`src/design/irtl_pkg.sv`:
```
// Shared types and constants for the IP range table lookup unit.
package irtl_pkg;

  localparam int DEFAULT_TABLE_DEPTH = 1024;
  localparam int ADDR_W = 32;
  localparam int REGION_W = 16;
  localparam int STATUS_W = 2;
  localparam int IDX_OUT_W = 10;

  localparam logic OP_INSERT = 1'b0;
  localparam logic OP_LOOKUP = 1'b1;

  typedef enum logic [STATUS_W-1:0] {
    STATUS_OK    = 2'd0,
    STATUS_FULL  = 2'd1,
    STATUS_EMPTY = 2'd2,
    STATUS_BELOW = 2'd3
  } status_t;

  typedef enum logic [3:0] {
    S_IDLE,
    S_DECIDE,
    S_SRCH_RD,
    S_SRCH_CMP,
    S_SHIFT_RD,
    S_SHIFT_WR,
    S_FIN_EMPTY,
    S_FIN_FULL,
    S_FIN_LOOKUP,
    S_FIN_INSERT
  } ctrl_state_t;

  typedef enum logic [3:0] {
    DP_NOP,
    DP_CAPTURE,
    DP_SRCH_RD,
    DP_SRCH_CMP,
    DP_RES_RD,
    DP_SHIFT_INIT,
    DP_SHIFT_RD,
    DP_SHIFT_WR,
    DP_INS_WR,
    DP_LOAD_OUT
  } dp_op_t;

  typedef enum logic [1:0] {
    OUT_EMPTY,
    OUT_FULL,
    OUT_LOOKUP,
    OUT_INSERT
  } out_sel_t;

  typedef struct packed {
    dp_op_t   op;
    out_sel_t out_sel;
  } dp_cmd_t;

  typedef struct packed {
    logic is_lookup;
    logic table_empty;
    logic table_full;
    logic search_done;
    logic shift_done;
    logic out_free;
  } dp_status_t;

endpackage

```
`src/design/irtl_ctrl.sv`:
```
// Sequencing state machine for the IP range table lookup unit.
module irtl_ctrl (
  input  logic                clk,
  input  logic                rst,
  input  logic                in_valid,
  output logic                in_stall,
  input  irtl_pkg::dp_status_t dp_status,
  output irtl_pkg::dp_cmd_t   dp_cmd
);

  irtl_pkg::ctrl_state_t state, state_next;

  always_ff @(posedge clk) begin
    if (rst) begin
      state <= irtl_pkg::S_IDLE;
    end else begin
      state <= state_next;
    end
  end

  always_comb begin
    state_next     = state;
    dp_cmd.op      = irtl_pkg::DP_NOP;
    dp_cmd.out_sel = irtl_pkg::OUT_INSERT;
    // no beat is taken while reset is held
    in_stall       = rst || (state != irtl_pkg::S_IDLE);
    unique case (state)
      irtl_pkg::S_IDLE: begin
        if (in_valid && !in_stall) begin
          dp_cmd.op  = irtl_pkg::DP_CAPTURE;
          state_next = irtl_pkg::S_DECIDE;
        end
      end
      irtl_pkg::S_DECIDE: begin
        priority if (dp_status.is_lookup && dp_status.table_empty) begin
          state_next = irtl_pkg::S_FIN_EMPTY;
        end else if (!dp_status.is_lookup && dp_status.table_full) begin
          state_next = irtl_pkg::S_FIN_FULL;
        end else begin
          state_next = irtl_pkg::S_SRCH_RD;
        end
      end
      irtl_pkg::S_SRCH_RD: begin
        priority if (!dp_status.search_done) begin
          dp_cmd.op  = irtl_pkg::DP_SRCH_RD;
          state_next = irtl_pkg::S_SRCH_CMP;
        end else if (dp_status.is_lookup) begin
          dp_cmd.op  = irtl_pkg::DP_RES_RD;
          state_next = irtl_pkg::S_FIN_LOOKUP;
        end else begin
          dp_cmd.op  = irtl_pkg::DP_SHIFT_INIT;
          state_next = irtl_pkg::S_SHIFT_RD;
        end
      end
      irtl_pkg::S_SRCH_CMP: begin
        dp_cmd.op  = irtl_pkg::DP_SRCH_CMP;
        state_next = irtl_pkg::S_SRCH_RD;
      end
      irtl_pkg::S_SHIFT_RD: begin
        if (dp_status.shift_done) begin
          dp_cmd.op  = irtl_pkg::DP_INS_WR;
          state_next = irtl_pkg::S_FIN_INSERT;
        end else begin
          dp_cmd.op  = irtl_pkg::DP_SHIFT_RD;
          state_next = irtl_pkg::S_SHIFT_WR;
        end
      end
      irtl_pkg::S_SHIFT_WR: begin
        dp_cmd.op  = irtl_pkg::DP_SHIFT_WR;
        state_next = irtl_pkg::S_SHIFT_RD;
      end
      irtl_pkg::S_FIN_EMPTY: begin
        dp_cmd.out_sel = irtl_pkg::OUT_EMPTY;
        if (dp_status.out_free) begin
          dp_cmd.op  = irtl_pkg::DP_LOAD_OUT;
          state_next = irtl_pkg::S_IDLE;
        end
      end
      irtl_pkg::S_FIN_FULL: begin
        dp_cmd.out_sel = irtl_pkg::OUT_FULL;
        if (dp_status.out_free) begin
          dp_cmd.op  = irtl_pkg::DP_LOAD_OUT;
          state_next = irtl_pkg::S_IDLE;
        end
      end
      irtl_pkg::S_FIN_LOOKUP: begin
        dp_cmd.out_sel = irtl_pkg::OUT_LOOKUP;
        if (dp_status.out_free) begin
          dp_cmd.op  = irtl_pkg::DP_LOAD_OUT;
          state_next = irtl_pkg::S_IDLE;
        end
      end
      irtl_pkg::S_FIN_INSERT: begin
        dp_cmd.out_sel = irtl_pkg::OUT_INSERT;
        if (dp_status.out_free) begin
          dp_cmd.op  = irtl_pkg::DP_LOAD_OUT;
          state_next = irtl_pkg::S_IDLE;
        end
      end
      default: begin
        state_next = irtl_pkg::S_IDLE;
      end
    endcase
  end

endmodule

```
`config.mk`:
```
export PLATFORM = sky130hd
export DESIGN_NAME = irtl_ctrl
export DESIGN_NICKNAME = d
export VERILOG_FILES = /design/src/design/irtl_pkg.sv /design/src/design/irtl_ctrl.sv
export SDC_FILE = /design/constraint.sdc
export NUM_CORES = 1
export LEC_CHECK = 0
export ABC_AREA = 1
export BUFFER_PORTS_ARGS = -buffer_cell sky130_fd_sc_hd__buf_2
export CORE_AREA = 2 2 39 41
export CTS_CLUSTER_SIZE = 12
export DETAILED_ROUTE_END_ITERATION = 8
export DIE_AREA = 0 0 41 43
export MAX_ROUTING_LAYER = met4
export PLACE_DENSITY_LB_ADDON = 0.1
export RECOVER_POWER = 100
export SKIP_CTS_REPAIR_TIMING = 1
export SYNTH_ARGS = -nofsm -noshare
export SYNTH_HDL_FRONTEND = slang
export SYNTH_SLANG_ARGS = --single-unit
```
`constraint.sdc`:
```
create_clock -name clk -period 1.35 [get_ports clk]
set_input_delay 0.135 -clock clk [delete_from_list [all_inputs] [get_ports clk]]
set_output_delay 0.135 -clock clk [all_outputs]
set_load 0.005 [all_outputs]
```
Word-level counts from Yosys, hierarchy flattened:

Cells that the tools add are included.

* muxes and demuxes: 15
* reductions and logical operators: 10
* equal/unequal tests: 11

Operators with widths (number)
* 2-to-1 mux 4 bit: 7
* case mux 4 bit (7 select lines): 1
* case mux 4 bit (6 select lines): 1
* equality test 4 x 3 -> 1 bit (second input constant): 4
* 2-to-1 mux 3 bit: 3
* equality test 4 x 2 -> 1 bit (second input constant): 2
* equality test 4 bit (second input constant): 2
* case mux 2 bit (3 select lines): 1
* equality test 4 x 1 -> 1 bit (second input constant): 1
* logical NOT 4 bit: 1
* nonzero test 4 bit: 1
* OR reduction 4 bit: 1
* logical AND 1 bit: 3
* logical NOT 1 bit: 2
* 2-to-1 mux 1 bit: 2
* inequality test 2 x 1 -> 1 bit (second input constant): 1
* inequality test 2 bit (second input constant): 1
* AND reduction 2 bit: 1
* logical OR 1 bit: 1

* bits in registers: 4
* output and inout bits: 7
* word-level logic and storage cells: 37

Logic depth before layout (Yosys ltp):

* depth after elaboration: 6
* mapped depth: 7
* gate-level depth less buffers: 7

Least setup slack after synthesis:

OpenSTA, ideal clock, no wires.

* kind: register -> output
* start point: register state[3]
* end point: output port dp_cmd[2] (netlist name)
* arrival time: 0.864 ns
* cell stages (with the launch flop): 4
* buffers on the path: 0
* required time: 1.215 ns
* slack: 0.351 ns
* cell sequence: dfxtp_1 > nor2_4 > nand3_1 > o2111ai_1

RTL lines
* start, declared: line irtl_ctrl.sv:11 `irtl_pkg::ctrl_state_t state, state_next;`
* start signal, assigned: line irtl_ctrl.sv:15 `state <= irtl_pkg::S_IDLE;`
* start signal, assigned: line irtl_ctrl.sv:17 `state <= state_next;`
* end, declared: line irtl_ctrl.sv:8 `output irtl_pkg::dp_cmd_t dp_cmd`

==> impl_results.md <==
* Status: finished, final reports clean
* Drt via density at between 4 and 5
* Relative slew slack at ~85%
* Hold crit path type: in2reg
* HP Start: rst
* Clock buffer depth at 2
* Period utilization at a little over nine tenths
* Post-synth top cells: 22 x nand2_1, 15 x nor2_1, 13 x inv_1, 7 x nand3_1, 5 x a21oi_1
* Initial DRC Count at 5
* Ranking of synthesized cells by area: nand2_1 21%, dfxtp_1 20%, nor2_1 14%, inv_1 12%, nand3_1 8.9%
* Kind of critical path: reg2out
* Antenna-violating nets left at 0
* Skew-Pair Late Insertion Delay at roughly 0.23 ns
* Sequential cell area fraction in the yosys report at between 20% and 30%
* TritonCTS clock tree: built
* Total power per unit cell area at about 2000 nW/um^2
* Clock transition at path regs at roughly 0.040 ns
* Cell count of the worst hold path at 2
* Synth area leader: nand2_1
* Global-route wire length before repair at ~1800 um
* Syn Nets at 85
* Crit end category: output port
* Initial antenna violation count at 0
* Avg Inst Size Synth at about 5.2 um^2
* Initial Util at 28.6%
* H-Tree Level Count at 1
* Post-detail-place hpwl at between 800 and 900 um
* Remaining DRCs at 0
* Top reg by flops: state
* Die Wd at ~41 um
* Port buffer count at 15
* Fillers at between 150 and 200
* Root buf cell: clkbuf_4
* Dpl cell area at ~490 um^2
* GR Util All Layers at roughly 15%
* Worst Hold End: state[3]$_SDFFE_PP0P_
* Final Max Slew Viols at 0
* Post-synth top area share at about a fifth
* CTS Sinks at 4
* Number of flops mapped to enable cells by yosys at 0
* Crit-path slowest cell: dfxtp_4
* Leak pwr at between 0.3 and 0.4 nW
* CP Max Fanout at 6
* Peak VDD IR at roughly 0.00097 V
* Largest net degree at the start of global routing at 9
* Clock Skews at approximately 0.00048 ns
* CP Launch Type: flop
* Fmax at 751 MHz
* Cells after Synth at 76
* FP Rows at 14
* Netlist cell types at 15
* Final Hold Viols at 0
* Layout cells sized above 1 at a little under half
* Post-route design area at just over 600 um^2
* Die area at between 1500 and 2000 um^2
* Final setup fails at 0
* Diode count at 0
* Num CTS Buffers at 3
* Final core utilization at roughly 44%
* R2r startpoint: state[2]$_SDFFE_PP0P_
* Critical path required time at about 1.2 ns
* Min Hold Slack at between 0.1 and 0.15 ns
* Final WL at between 1000 and 1500 um
* Syn Std Cell Area at slightly below 400 um^2
* Vias in the first global route at about 440
* Largest regs: state x4
* Cells on worst reg2reg path at 7
* #FFs+latches synth at 4
* Worst-path cell chain: inv_2 > nand2_2 > nor2_2 > nor2_1 > o2111ai_1 > buf_2
* DRT Pass-1 Iters at 4
* R2r setup slk at 0.19 ns
* Core ar. at 1380 um^2
* Average routed wire per standard cell at 10.1 um
* Detailed-route via count at ~520
* Main flop type after synthesis: dfxtp_1
* Ys async rst share at 0%
* Final Critical Period at 1.33 ns
* Slowest stage delay, CP at approximately 0.4 ns
* Synth warnings at 0
* IO Count at 16
* GP Congestion at between 0.8 and 0.9
* Grt ovf at 0
* Max reg flops at 4
* Area grow syn2layout at 55.4%
* R2r endpoint: state[2]$_SDFFE_PP0P_
* Nets at between 100 and 150
* Worst path arrival time at roughly 1.2 ns
* Worst-Margin Slew at around 0.22 ns
* MaxCap Viol Count at 0
* Count leader, synth: nand2_1
* Die Span Y at 43 um
* Unrepaired setup endpoints after global routing: true
[metrics by stage]
stage               total power [W]  instances  TNS, ns  setup slack, ns
detailed placement         0.000839        107        0            0.137
floorplan                  0.000649         76        0            0.351
global route                0.00138        112   -0.177          -0.0652
CTS                        0.000991        110   -0.338           -0.118
finish                      0.00124        112        0           0.0189
global placement           0.000860        107        0            0.134
[worst max-delay path: cells and delay by family (launching register included)]
family / cells / cell delay (ns)
flip-flops: 1 / 0.39
AND/OR/NAND/NOR: 3 / 0.26
buffers and inverters: 2 / 0.21
AO/OA/AOI/OAI: 1 / 0.11
[cells by family after synthesis]
kind of cell           after synthesis  synth area share, %
buffers and inverters               14                 13.3
DFF                                  4                 20.3
and+or+nand+nor                     47                 50.0
AOI/OAI and AO/OA                   11                 16.5
[worst max path at each step]
| stage | endpoint | startpoint | slack (ns) | depth (start not counted) |
|---|---|---|---|---|
| floorplan | dp_cmd[2] | state[3]$_SDFFE_PP0P_ | 0.35 | 3 |
| global placement | dp_cmd[2] | state[3]$_SDFFE_PP0P_ | 0.13 | 5 |
| detailed placement | dp_cmd[2] | state[2]$_SDFFE_PP0P_ | 0.14 | 5 |
| CTS | dp_cmd[2] | state[2]$_SDFFE_PP0P_ | -0.12 | 5 |
| global route | dp_cmd[4] | state[2]$_SDFFE_PP0P_ | -0.07 | 5 |
| finish | dp_cmd[2] | state[1]$_SDFFE_PP0P_ | 0.02 | 6 |
[placed cells by master (no fill, tap or decap), drive strengths merged, types with 3 or more instances in the layout]
cell type | synthesis | layout
a21oi | 6 | 6
buf | 0 | 17
nor2 | 16 | 16
o21ai | 3 | 3
inv | 14 | 14
nand2 | 23 | 23
clkbuf | 0 | 3
nand3 | 7 | 7
dfxtp | 4 | 4
[per-layer routing]
metal	track usage [%]	part of all wire, %
met1	18.5	42
met2	22.8	53
met3	3.14	4.6
met4	8.00	0.71
met5	-	0
[report_power, final]
part           leakage, nW  internal (W)  switching (W)
logic                0.259      0.000339       0.000458
clock network       0.0138     0.0000991      0.0000440
registers           0.0356      0.000191       0.000106
[cell type report]
class	instances	area, um^2	area share (%)
inverter	14	55.1	8.96
timing repair buffer	17	93.8	15.3
multi-input combinational	58	328	53.4
clock buffer	3	22.5	3.67
sequential	4	95.1	15.5
tap	16	20.0	3.26
No activity file was read; power rests on OpenSTA's default activity.
